--- src/rtl/srrw_pkg.sv ---
// Shared constants and codes for the selective repeat receive window.
package srrw_pkg;

   localparam int SEQ_BITS  = 3;
   localparam int SEQ_SPACE = 1 << SEQ_BITS;

   typedef logic [SEQ_BITS-1:0] seq_type;

   localparam logic KIND_ACK  = 1'b0;
   localparam logic KIND_DATA = 1'b1;

endpackage

--- src/rtl/srrw_if.sv ---
// Valid/ready channel interfaces for packets in and acknowledgements or payloads out.
interface srrw_req_if
   import srrw_pkg::*;
#(
   parameter int PAYLOAD_BITS = 32
) ();
   logic                    valid;
   logic                    ready;
   seq_type                 seq_num;
   logic                    checksum_ok;
   logic [PAYLOAD_BITS-1:0] payload_word;

   modport source (output valid, output seq_num, output checksum_ok, output payload_word,
                   input ready);
   modport sink   (input valid, input seq_num, input checksum_ok, input payload_word,
                   output ready);
endinterface

interface srrw_rsp_if
   import srrw_pkg::*;
#(
   parameter int PAYLOAD_BITS = 32
) ();
   logic                    valid;
   logic                    ready;
   logic                    result_kind;
   seq_type                 ack_num;
   logic [PAYLOAD_BITS-1:0] delivered_payload;
   logic                    last_of_run;

   modport source (output valid, output result_kind, output ack_num,
                   output delivered_payload, output last_of_run, input ready);
   modport sink   (input valid, input result_kind, input ack_num,
                   input delivered_payload, input last_of_run, output ready);
endinterface

--- src/rtl/selective_repeat_receive_window.sv ---
// Selective repeat receiver: window buffer, acknowledgement and in-order delivery sequencer.
//
// Usage:
//   req_ch carries one data packet per transaction: seq_num, checksum_ok and payload_word.
//   rsp_ch carries one result per transaction: an acknowledgement (result_kind 0, ack_num)
//   or a delivered payload (result_kind 1, delivered_payload); last_of_run marks the final
//   result caused by a packet.
//   A packet with a bad checksum, or outside both the receive and the previous window,
//   gives no result and changes nothing. An in-window packet is stored, acknowledged, and
//   then the run of filled slots from the window base is delivered in order.
//   Timing: req_ch.ready is high only while the sequencer is idle. An accepted packet goes to
//   the acknowledge state, which writes its acknowledgement into the output register; then,
//   unless rsp_ch stalls, one delivery per cycle follows from the head slot, a run of 0 to
//   WINDOW_SIZE payloads. The single head read port of the slot buffer sets that rate.
//   A stalled rsp_ch holds the output register and freezes the sequencer; an idle block
//   still takes a packet that is dropped or whose results wait behind the held register.
//   Reset: window base 0, all slots empty, sequencer idle, no result pending.
module selective_repeat_receive_window
   import srrw_pkg::*;
#(
   parameter int WINDOW_SIZE  = 4,
   parameter int PAYLOAD_BITS = 32
) (
   input  logic       clock,
   input  logic       reset,
   srrw_req_if.sink   req_ch,
   srrw_rsp_if.source rsp_ch
);

   localparam int HEAD_W = (WINDOW_SIZE > 1) ? $clog2(WINDOW_SIZE) : 1;
   localparam int SUM_W  = ((HEAD_W > SEQ_BITS) ? HEAD_W : SEQ_BITS) + 1;
   localparam logic [HEAD_W-1:0] HEAD_LAST = HEAD_W'(WINDOW_SIZE - 1);
   localparam logic [SUM_W-1:0]  WIN_SUM   = SUM_W'(WINDOW_SIZE);

   localparam logic [1:0] ST_IDLE    = 2'd0;
   localparam logic [1:0] ST_ACK     = 2'd1;
   localparam logic [1:0] ST_DELIVER = 2'd2;

   logic [1:0]              state_ff, state_in;
   seq_type                 base_ff, base_in;
   logic [HEAD_W-1:0]       head_ff, head_in;
   logic [HEAD_W-1:0]       cnt_ff, cnt_in;
   logic [WINDOW_SIZE-1:0]  filled_ff, filled_in;
   seq_type                 ack_seq_ff, ack_seq_in;
   logic                    prev_win_ff, prev_win_in;
   logic [PAYLOAD_BITS-1:0] slot_ff [WINDOW_SIZE];

   logic                    rsp_valid_ff, rsp_valid_in;
   logic                    rsp_kind_ff, rsp_kind_in;
   seq_type                 rsp_ack_ff, rsp_ack_in;
   logic [PAYLOAD_BITS-1:0] rsp_data_ff, rsp_data_in;
   logic                    rsp_last_ff, rsp_last_in;

   logic              req_acc;
   logic              out_free;
   seq_type           ahead;
   seq_type           behind;
   logic              in_win;
   logic              prev_win;
   logic [SUM_W-1:0]  phys_sum;
   logic [SUM_W-1:0]  phys_wrap;
   logic [HEAD_W-1:0] phys;
   logic [HEAD_W-1:0] head_next;
   logic              slot_we;
   logic              last;

   assign req_ch.ready = (state_ff == ST_IDLE);
   assign req_acc      = req_ch.valid && req_ch.ready;
   assign out_free     = !rsp_valid_ff || rsp_ch.ready;

   assign ahead     = req_ch.seq_num - base_ff;
   assign behind    = base_ff - req_ch.seq_num;
   assign in_win    = SUM_W'(ahead) < WIN_SUM;
   assign prev_win  = (behind != '0) && (SUM_W'(behind) <= WIN_SUM);
   assign phys_sum  = SUM_W'(head_ff) + SUM_W'(ahead);
   assign phys_wrap = phys_sum - WIN_SUM;
   assign phys      = (phys_sum >= WIN_SUM) ? HEAD_W'(phys_wrap) : HEAD_W'(phys_sum);
   assign head_next = (head_ff == HEAD_LAST) ? '0 : head_ff + 1'b1;
   assign slot_we   = req_acc && req_ch.checksum_ok && in_win;

   always_comb begin
      state_in     = state_ff;
      base_in      = base_ff;
      head_in      = head_ff;
      cnt_in       = cnt_ff;
      filled_in    = filled_ff;
      ack_seq_in   = ack_seq_ff;
      prev_win_in  = prev_win_ff;
      rsp_valid_in = rsp_valid_ff && !rsp_ch.ready;
      rsp_kind_in  = rsp_kind_ff;
      rsp_ack_in   = rsp_ack_ff;
      rsp_data_in  = rsp_data_ff;
      rsp_last_in  = rsp_last_ff;
      last         = 1'b0;
      unique case (state_ff)
         ST_IDLE: begin
            if (req_acc && req_ch.checksum_ok && (in_win || prev_win)) begin
               state_in    = ST_ACK;
               ack_seq_in  = req_ch.seq_num;
               prev_win_in = !in_win;
               if (in_win) begin
                  filled_in[phys] = 1'b1;
               end
            end
         end
         ST_ACK: begin
            last = prev_win_ff || !filled_ff[head_ff];
            if (out_free) begin
               rsp_valid_in = 1'b1;
               rsp_kind_in  = KIND_ACK;
               rsp_ack_in   = ack_seq_ff;
               rsp_data_in  = '0;
               rsp_last_in  = last;
               cnt_in       = '0;
               state_in     = last ? ST_IDLE : ST_DELIVER;
            end
         end
         ST_DELIVER: begin
            last = (cnt_ff == HEAD_LAST) || !filled_ff[head_next];
            if (out_free) begin
               rsp_valid_in       = 1'b1;
               rsp_kind_in        = KIND_DATA;
               rsp_ack_in         = '0;
               rsp_data_in        = slot_ff[head_ff];
               rsp_last_in        = last;
               filled_in[head_ff] = 1'b0;
               head_in            = head_next;
               base_in            = base_ff + 1'b1;
               cnt_in             = cnt_ff + 1'b1;
               state_in           = last ? ST_IDLE : ST_DELIVER;
            end
         end
         default: begin
            state_in = ST_IDLE;
         end
      endcase
   end

   always_ff @(posedge clock) begin
      if (reset) begin
         state_ff     <= ST_IDLE;
         base_ff      <= '0;
         head_ff      <= '0;
         cnt_ff       <= '0;
         filled_ff    <= '0;
         prev_win_ff  <= 1'b0;
         rsp_valid_ff <= 1'b0;
      end else begin
         state_ff     <= state_in;
         base_ff      <= base_in;
         head_ff      <= head_in;
         cnt_ff       <= cnt_in;
         filled_ff    <= filled_in;
         prev_win_ff  <= prev_win_in;
         rsp_valid_ff <= rsp_valid_in;
      end
   end

   always_ff @(posedge clock) begin
      ack_seq_ff  <= ack_seq_in;
      rsp_kind_ff <= rsp_kind_in;
      rsp_ack_ff  <= rsp_ack_in;
      rsp_data_ff <= rsp_data_in;
      rsp_last_ff <= rsp_last_in;
      if (slot_we) begin
         slot_ff[phys] <= req_ch.payload_word;
      end
   end

   assign rsp_ch.valid             = rsp_valid_ff;
   assign rsp_ch.result_kind       = rsp_kind_ff;
   assign rsp_ch.ack_num           = rsp_ack_ff;
   assign rsp_ch.delivered_payload = rsp_data_ff;
   assign rsp_ch.last_of_run       = rsp_last_ff;

   a_deliver_filled: assert property (@(posedge clock) disable iff (reset)
      state_ff == ST_DELIVER |-> filled_ff[head_ff])
      else $error("delivery from an empty head slot");

   a_deliver_in_window: assert property (@(posedge clock) disable iff (reset)
      state_ff == ST_DELIVER |-> !prev_win_ff)
      else $error("delivery after a previous-window packet");

   a_bad_checksum_drop: assert property (@(posedge clock) disable iff (reset)
      req_acc && !req_ch.checksum_ok |=> state_ff == ST_IDLE && $stable(filled_ff))
      else $error("bad-checksum packet changed state");

endmodule
--- src/flat_wrapper.sv ---
// flat-port wrapper written by rule: the top's interface ports become plain ports
module selective_repeat_receive_window_flat import srrw_pkg::*;
#(
   parameter int WINDOW_SIZE  = 4,
   parameter int PAYLOAD_BITS = 32
)
  (clock, reset, req_ch_valid, req_ch_seq_num, req_ch_checksum_ok, req_ch_payload_word, req_ch_ready, rsp_ch_valid, rsp_ch_result_kind, rsp_ch_ack_num, rsp_ch_delivered_payload, rsp_ch_last_of_run, rsp_ch_ready);
  srrw_req_if #(.PAYLOAD_BITS(PAYLOAD_BITS)) req_ch_i ();
  srrw_rsp_if #(.PAYLOAD_BITS(PAYLOAD_BITS)) rsp_ch_i ();
  input  logic clock;
  input  logic reset;
  input wire logic [$bits(req_ch_i.valid)-1:0] req_ch_valid;
  input wire logic [$bits(req_ch_i.seq_num)-1:0] req_ch_seq_num;
  input wire logic [$bits(req_ch_i.checksum_ok)-1:0] req_ch_checksum_ok;
  input wire logic [$bits(req_ch_i.payload_word)-1:0] req_ch_payload_word;
  output wire logic [$bits(req_ch_i.ready)-1:0] req_ch_ready;
  output wire logic [$bits(rsp_ch_i.valid)-1:0] rsp_ch_valid;
  output wire logic [$bits(rsp_ch_i.result_kind)-1:0] rsp_ch_result_kind;
  output wire logic [$bits(rsp_ch_i.ack_num)-1:0] rsp_ch_ack_num;
  output wire logic [$bits(rsp_ch_i.delivered_payload)-1:0] rsp_ch_delivered_payload;
  output wire logic [$bits(rsp_ch_i.last_of_run)-1:0] rsp_ch_last_of_run;
  input wire logic [$bits(rsp_ch_i.ready)-1:0] rsp_ch_ready;
  assign req_ch_i.valid = req_ch_valid;
  assign req_ch_i.seq_num = req_ch_seq_num;
  assign req_ch_i.checksum_ok = req_ch_checksum_ok;
  assign req_ch_i.payload_word = req_ch_payload_word;
  assign req_ch_ready = req_ch_i.ready;
  assign rsp_ch_valid = rsp_ch_i.valid;
  assign rsp_ch_result_kind = rsp_ch_i.result_kind;
  assign rsp_ch_ack_num = rsp_ch_i.ack_num;
  assign rsp_ch_delivered_payload = rsp_ch_i.delivered_payload;
  assign rsp_ch_last_of_run = rsp_ch_i.last_of_run;
  assign rsp_ch_i.ready = rsp_ch_ready;
  selective_repeat_receive_window #(.WINDOW_SIZE(WINDOW_SIZE), .PAYLOAD_BITS(PAYLOAD_BITS)) u_core (.clock(clock), .reset(reset), .req_ch(req_ch_i), .rsp_ch(rsp_ch_i));
endmodule
--- config.mk ---
export PLATFORM = sky130hd
export DESIGN_NAME = selective_repeat_receive_window_flat
export DESIGN_NICKNAME = d
export VERILOG_FILES = /design/src/rtl/srrw_pkg.sv /design/src/rtl/srrw_if.sv /design/src/rtl/selective_repeat_receive_window.sv /design/src/flat_wrapper.sv
export SDC_FILE = /design/constraint.sdc
export NUM_CORES = 1
export LEC_CHECK = 0
export BUFFER_PORTS_ARGS = -buffer_cell sky130_fd_sc_hd__buf_2
export CORE_AREA = 5 5 141 143
export DETAILED_ROUTE_END_ITERATION = 16
export DIE_AREA = 0 0 146 148
export MAX_ROUTING_LAYER = met4
export PLACE_DENSITY = 0.63
export SLEW_MARGIN = 10
export SYNTH_ARGS = -nofsm -noshare
export SYNTH_HDL_FRONTEND = slang
export SYNTH_SLANG_ARGS = --single-unit
--- constraint.sdc ---
create_clock -name clock -period 5.7 [get_ports clock]
set_input_delay 0.855 -clock clock [delete_from_list [all_inputs] [get_ports clock]]
set_output_delay 0.855 -clock clock [all_outputs]
set_load 0.005 [all_outputs]
==> impl_metrics.toml, run 1 <==
[sta]
finalHoldViolations = 0
post-route-period-util_pct = 57.05
fin_skew_ps = 13.43
max_freq_ghz = 0.3075
finalSetupViolCount = 0
rsz0062_at_grt = "false"
tns_ps = 0
maxSlewHeadroom_pct = 27.75
worst_pin_slew_ps = 1081
min_period_ps = 3252
maxSlewViolCount = 0

[run]
cap_violations = 0

[yosys]
netlist_area_sq_um = 7226
synth-main-ff-cell = "edfxtp_1"
syn_avg_cell_area_sq_um = 18.62
synthTopCellsByCount = "edfxtp_1 (168), mux4_2 (33), and2_1 (32)"
netlist.area_leader.share_pct = 69.82
ys_types = 39
ys_seq_area_share_pct = 74.53
synth-edff-count = 168
yosys-top-cells-area = "edfxtp_1 (70%), mux4_2 (10%), dfxtp_1 (4.7%), and2_1 (2.8%), ha_1 (2.6%)"
synthCells = 388
yosysTopAreaCell = "edfxtp_1"
ys_ff_latch = 185
syn-num-nets = 444
synthMostInstantiatedCell = "edfxtp_1"
async_flop_share_pct = 0
yosysWarnings = 0

[pwr]
power_frac_seq_pct = 53.7
powerDensity_nw_per_um2 = 352.1
clkPwrFrac_pct = 39.0
sw_frac_of_total_pct = 21.25
p_int_mw = 2.347
pwr-share-comb_pct = 7.3
max-vdd-ir-drop_mv = 0.1755
power_leakage_nw = 2.863
power_switching_mw = 0.6335

[clock_network]
clk_pin_slew_worst_paths_ps = 60
cts_resized = 0
root_buffer = "clkbuf_16"
hold_buffers = 0
clock_latency_ps = 420
htree_levels = 4
clockBufferDepth = 2
post_cts_buffers = 0
cts_tree = "built"
clock_sinks = 185
cts_made_buffers = 17

[placed_design]
port_buffers = 78
dp.cells = 684
gp_congestion = 0.8626
hpwl_microns = 7916

[setup_path]
cp-start-kind = "input port"
arrival_ps = 3280
required_ps = 5730
regToRegStartpoint = "u_core.base_ff[0]"
worstSetupPathType = "input port to flip-flop"
end_kind = "flip-flop"
cp-startpoint = "req_ch_seq_num[0]"
crit_fanout = 32

[floorplanning]
initial_core_util_pct = 39.15
die-width_microns = 146
die-area_sq_um = 21610
core_sq_um = 18460
num_rows = 50
dieHeight_microns = 148
io_pins = 79

[route]
postRouteAntennaNets = 0
first_iter_violations = 232
drc_errors = 0
dr.pass1.iters = 4
via_per_inst = 4.895
detail_route.wl_per_cell_microns = 18.12
vias = 3505
wirelength_microns = 12970

[global_routing]
grt_pass1_vias = 3751
grt_overflow_total = 0
grt_usage_pct = 13.14
antenna_found_initial = 0
grt_pass1_wl_microns = 21110
grt_max_degree = 46

[cells_and_area]
syn2layout_area_growth_pct = 17.18
multiInputGateArea_sq_um = 1730
fin_nets = 525
diodes = 0
instances_no_fill = 716
drive_above_1_share_pct = 31.33
fillers = 1563
seqCellArea_sq_um = 5388

[status]
outcome = "finished, final reports clean"

[worst_hold_path]
hp-start = "u_core.cnt_ff[1]"
hp-class = "flip-flop to flip-flop"
area by class of cell:
cell class                      count  area share, %
Clock inverter                     12          1.773
Sequential cell                   185          63.63
Clock buffer                       20          5.157
Timing Repair Buffer               79          4.699
Tap cell                          234          3.458
Inverter                           19         0.8423
Multi-Input combinational cell    167          20.44
sequential cells by signal, indices dropped and copies added, names as in the netlist, 2 cells and up, named ones only:
| name | cells |
|---|---|
| u_core.slot_ff | 128 |
| u_core.rsp_ch.delivered_payload | 32 |
| u_core.filled_ff | 4 |
| u_core.ack_seq_ff | 3 |
| u_core.base_ff | 3 |
| u_core.rsp_ch.ack_num | 3 |
| u_core.cnt_ff | 2 |
| u_core.head_ff | 2 |
| u_core.state_ff | 2 |
cells by family after synthesis:
group	after synthesis	synth area share, %
AOI/OAI and AO/OA	26	2.407
xor gates and xnor gates	8	1.160
adders and majority gates	16	2.874
buffers and inverters	36	1.974
DFF	185	74.53
muxes	36	11.00
and+or+nand+nor	81	6.061
worst max-delay path, stage by stage:
cell and delay, ps:
buf_2 120, inv_1 50, ha_1 130, inv_1 50, fa_1 510, xnor3_1 250, or3_1 450, nor2_4 850
path summary, 6_finish.rpt:
kind	slack (ps)	endpoint	depth (start not counted)
setup / recovery	2450	u_core.slot_ff[0][7]	8
hold / removal	460	u_core.cnt_ff[1]	2
setup reg to reg	2690	u_core.slot_ff[0][7]	6
hold reg to reg	460	u_core.cnt_ff[1]	2
cell usage in the layout, fill, tap and decap left out, types with 4 or more instances in the layout:
master	Yosys	layout
a211o_1	4	4
a21oi_1	7	7
and2_1	32	32
buf_2	6	78
clkbuf_16	0	17
clkinvlp_4	0	4
dfxtp_1	17	15
edfxtp_1	168	168
ha_1	15	14
inv_1	19	18
mux4_2	33	33
nand2_1	10	10
nand2b_1	4	4
nand3_1	8	8
nor2_1	14	10
nor2_4	0	4
nor2b_1	4	4
nor3_1	4	4
o21ai_1	5	5
xnor2_1	4	4
metal layers:
layer | global-route usage (%) | share of wire [%] | wire, microns
met5 | - | 0 | 0
met4 | 4.374 | 1.1 | 143
met3 | 3.096 | 3.5 | 456
met2 | 21.07 | 50 | 6549
met1 | 16.68 | 45 | 5821
power groups by stage:
| stage | clock (mW) | sequential (mW) | combinational [mW] |
|---|---|---|---|
| global placement | 0 | 1.63 | 0.220 |
| detailed placement | 0 | 1.63 | 0.224 |
| global route | 1.25 | 1.61 | 0.244 |
| CTS | 1.19 | 1.60 | 0.226 |
| finish | 1.16 | 1.60 | 0.217 |
| floorplan | 0 | 1.64 | 0.0935 |
per-stage QoR:
stage | area [sq um] | worst slack (ps) | utilization [%] | power (mW) | hold WS [ps]
6_report | 8467 | 2448 | 45.88 | 2.981 | 462.0
5_1_grt | 8467 | 2348 | 45.88 | 3.108 | 496.7
4_1_cts | 8467 | 2433 | 45.88 | 3.019 | 467.6
3_5_place_dp | 7880 | 1975 | 42.70 | 1.855 | 460.4
3_3_place_gp | 7880 | 2011 | 42.70 | 1.850 | 443.6
2_1_floorplan | 7226 | 1727 | - | 1.733 | 435.6
(Power assumes the default switching activity.)
==> run 2, diff against run 1 <==
- clock period: 5.7 -> 3.03 ns (I/O delays scaled with it)
==> run 2 against run 1 <==
  * Sequential power is 88% higher
  * Sequential share of layout area is 0.38 points lower
  * Clock-buffer cell count is 2 lower
==> impl_metrics.toml, run 2 (same netlist as run 1, synthesis figures left out) <==
[sta]
fin_skew_ps = 13.89
rsz0062_at_grt = "false"
worst_pin_slew_ps = 879.8
finalHoldViolations = 0
post-route-period-util_pct = 83.17
finalSetupViolCount = 0
maxSlewViolCount = 0
setup_slack_ps = 509.9
tns_ps = 0
maxSlewHeadroom_pct = 41.34
min_period_ps = 2520
max_freq_ghz = 0.3968

[setup_path]
cp-startpoint = "u_core.base_ff[0]"
regToRegStartpoint = "u_core.base_ff[0]"
r2r_setup_slack_ps = 510
crit_fanout = 32
arrival_ps = 2620
cp-start-kind = "flip-flop"
worstSetupPathType = "flip-flop to flip-flop"
required_ps = 3130
end_kind = "flip-flop"

[pwr]
max-vdd-ir-drop_mv = 0.3919
sw_frac_of_total_pct = 22.13
total_power_mw = 5.461
pwr-share-comb_pct = 8.0
power_switching_mw = 1.209
powerDensity_nw_per_um2 = 641.1
power_leakage_nw = 2.906
power_frac_seq_pct = 55.1
clkPwrFrac_pct = 36.9
p_int_mw = 4.252

[placed_design]
placed_cell_area_sq_um = 7980
gp_congestion = 0.7751
port_buffers = 78
dp_slack_ps = 278.3
hpwl_microns = 8505

[global_routing]
antenna_found_initial = 0
grt_use_met1_pct = 15.79
grt_usage_pct = 13.19
grt_max_degree = 45
grt_overflow_total = 0
grt_pass1_vias = 3876
use_met3_pct = 3.342
use_met2_pct = 21.98
grt_pass1_wl_microns = 21030
busiest_layer = "met2"

[route]
via_per_inst = 4.917
drc_errors = 0
detail_route.wl_per_cell_microns = 18.15
wirelength_microns = 13180
first_iter_violations = 358
dr.pass1.iters = 4
vias = 3570
postRouteAntennaNets = 0

[clock_network]
hold_buffers = 0
htree_levels = 4
root_buffer = "clkbuf_16"
clockBufferDepth = 2
cts_made_buffers = 17
clock_latency_ps = 420
clk_pin_slew_worst_paths_ps = 70
clock_sinks = 185
cts_resized = 0
post_cts_buffers = 0
cts_tree = "built"

[cells_and_area]
diodes = 0
fin_nets = 535
regMostFlops = "u_core.slot_ff"
largest_reg_flops = 128
layout_commonest_cell = "edfxtp_1"
layout_common_cells = "edfxtp_1 (168), buf_2 (78), mux4_2 (33), and2_1 (32), inv_1 (18)"
syn2layout_area_growth_pct = 17.89
drive_above_1_share_pct = 32.72
fin_area_sq_um = 8518
utilization_pct = 46.16
fillers = 1566

[floorplanning]
dieHeight_microns = 148
die-width_microns = 146
core_sq_um = 18460
initial_core_util_pct = 39.15
io_pins = 79
num_rows = 50
die-area_sq_um = 21610

[status]
outcome = "finished, final reports clean"

[worst_hold_path]
hp-start = "req_ch_seq_num[0]"
hp-class = "input port to flip-flop"

[run]
cap_violations = 0
## run 2: cell types whose count changed in the layout (fill, tap and decap cells not counted), sizes merged
cell	previous run	this run
inv	20	19
clkinv	4	10
bufinv	3	1
buf	79	89
clkbuf	20	18
clkinvlp	4	3
## run 2: metal layers
metal	wire [microns]	up-vias
li1	-	1672
met1	5767	1802
met2	6779	79
met3	422	17
met4	211	0
met5	0	-
## run 2: power groups by stage
stage                     sequential (mW)  combinational (mW)  clock, mW
after CTS                            3.01               0.448       2.07
after detailed placement             3.07               0.446          0
after floorplan                      3.08               0.178          0
after global placement               3.06               0.432          0
after global routing                 3.02               0.484       2.18
final                                3.01               0.435       2.02
## run 2: final cells by class
| type | count | area, sq um | share of cell area (%) |
|---|---|---|---|
| clock inverter | 14 | 108.9 | 1.278 |
| tap | 234 | 292.8 | 3.437 |
| inverter | 19 | 71.32 | 0.8373 |
| multi-input combinational | 167 | 1730 | 20.31 |
| sequential | 185 | 5388 | 63.25 |
| clock buffer | 18 | 429.2 | 5.038 |
| timing repair buffer | 89 | 498.0 | 5.846 |
## run 2: per-stage QoR
| stage | hold WS [ps] | cells |
|---|---|---|
| finish | 240.3 | 726 |
| global route | 215.2 | 726 |
| CTS | 217.2 | 726 |
| detailed placement | 464.6 | 694 |
| global placement | 441.9 | 694 |
| floorplan | 435.6 | 388 |
## run 2: worst paths after layout
kind / to / cells past startpoint
worst max-delay path: u_core.slot_ff[0][8] / 7
worst min-delay path: u_core.ack_seq_ff[0] / 1
worst max register to register: u_core.slot_ff[0][8] / 7
worst min register to register: u_core.cnt_ff[1] / 2
## run 2: worst max-delay path: stages (launching register included)
cell	delay, ps
dfxtp_1	360
ha_1	160
inv_1	50
fa_1	520
xnor3_1	250
or3_1	450
nor2_4	160
buf_12	230
==> run 3, diff against run 2 <==
- clock period: 3.03 -> 2.59 ns (I/O delays scaled with it)
==> run 3 against run 2 <==
  * Sequential share of layout area is 2.1 points lower
  * Via count increased by 2.3%
  * Sequential cell count did not move
  * Fmax is 5.8% higher
  * Clock skew shrank 6.6 ps
  * Critical endpoint is now u_core.slot_ff[0][30]
==> impl_metrics.toml, run 3 (same netlist as run 1, synthesis figures left out) <==
[pwr]
power_switching_mw = 1.452
power_frac_seq_pct = 51.3
clkPwrFrac_pct = 40.8
sw_frac_of_total_pct = 21.13
pwr-share-comb_pct = 7.9
power_leakage_nw = 3.016
p_int_mw = 5.420
powerDensity_nw_per_um2 = 779.3
max-vdd-ir-drop_mv = 0.5008

[floorplanning]
initial_core_util_pct = 39.15
core_sq_um = 18460
dieHeight_microns = 148
io_pins = 79
die-width_microns = 146
die-area_sq_um = 21610
num_rows = 50

[route]
vias = 3653
drc_errors = 0
postRouteAntennaNets = 0
via_per_inst = 4.943
detail_route.wl_per_cell_microns = 18.63
wirelength_microns = 13770
dr.pass1.iters = 4
first_iter_violations = 304

[clock_network]
clock_latency_ps = 420
htree_levels = 4
root_buffer = "clkbuf_16"
cts_tree = "built"
post_cts_buffers = 0
clockBufferDepth = 2
cts_resized = 1
clk_pin_slew_worst_paths_ps = 70
hold_buffers = 0
cts_made_buffers = 17
clock_sinks = 185

[global_routing]
grt_pass1_wl_microns = 21690
grt_pass1_vias = 3959
grt_overflow_total = 0
grt_max_degree = 33
antenna_found_initial = 4
grt_usage_pct = 13.73

[setup_path]
r2r_setup_slack_ps = 210
crit_fanout = 17
required_ps = 2720
end_kind = "flip-flop"
cp-start-kind = "flip-flop"
worstSetupPathType = "flip-flop to flip-flop"
arrival_ps = 2510

[cells_and_area]
drive_above_1_share_pct = 35.53
largest_reg_flops = 128
regMostFlops = "u_core.slot_ff"
fin_nets = 544
fin_area_sq_um = 8817
syn2layout_area_growth_pct = 22.03
layout_common_cells = "edfxtp_1 (168), buf_2 (78), mux4_2 (33), and2_1 (32), clkbuf_16 (17)"
layout_commonest_cell = "edfxtp_1"

[sta]
finalSetupViolCount = 0
finalHoldViolations = 0
rsz0062_at_grt = "false"
worst_pin_slew_ps = 643.6
maxSlewHeadroom_pct = 56.99
post-route-period-util_pct = 91.93
fin_skew_ps = 7.317
maxSlewViolCount = 0
min_period_ps = 2381
holdWs_ps = 178.4
tns_ps = 0
max_freq_ghz = 0.4200

[placed_design]
gp_congestion = 0.7879
placed_cell_area_sq_um = 8148
hpwl_microns = 8916
port_buffers = 78

[worst_hold_path]
hp-class = "input port to flip-flop"

[status]
outcome = "finished, final reports clean"

[run]
cap_violations = 0
## run 3: cell count changes in the layout (fill, tap and decap cells not counted), moves of 3 or more
cell	change
buf_12	+6
bufinv_16	+4
clkinv_1	-4
diode_2	+4
clkinv_4	-3
inv_6	+3
## run 3: critical path: stages (launching register included)
cell and delay [ps]:
dfxtp_1 370, ha_4 140, inv_2 30, fa_2 380, xnor3_1 200, buf_4 150, or3_4 430, nor2_4 190
buf_12 180
## run 3: metrics by stage
step	power [mW]	std cells	worst slack [ps]	utilization (%)
global route	7.143	739	61.87	47.78
CTS	6.957	735	157.3	47.72
finish	6.871	739	209.0	47.78
detailed placement	4.144	702	-282.8	44.15
global placement	4.131	702	-251.8	44.15
floorplan	3.819	388	-151.2	-
## run 3: path summary, 6_finish.rpt
path | startpoint | end | depth (start not counted)
max | u_core.base_ff[0] | u_core.slot_ff[0][30] | 8
min | req_ch_payload_word[16] | u_core.slot_ff[0][16] | 1
max reg2reg | u_core.base_ff[0] | u_core.slot_ff[0][30] | 8
min reg2reg | u_core.cnt_ff[1] | u_core.cnt_ff[1] | 2
## run 3: power by group through the flow
stage / sequential [mW] / combinational (mW) / clock, mW
finish: 3.52 / 0.544 / 2.81
global route: 3.54 / 0.605 / 3.00
CTS: 3.52 / 0.564 / 2.87
detailed placement: 3.59 / 0.557 / 0
global placement: 3.58 / 0.547 / 0
floorplan: 3.61 / 0.212 / 0
## run 3: cell type report
class	instances	area [sq um]
fillers	1506	9638
flip-flops and latches	185	5388
multi-input cells	168	1762
repair buffers	97	633.1
clock buffers	19	432.9
well taps	234	292.8
clock inverters	13	215.2
inverters	19	83.83
diodes	4	10.01
## run 3: routing by layer
metal  up-vias  part of all wire (%)  GRT usage (%)
li1       1702                     -              -
met3        15                   5.2          4.077
met4         0                   1.4          5.503
met2        85                    52          23.19
met5         -                     0              -
met1      1851                    42          15.43
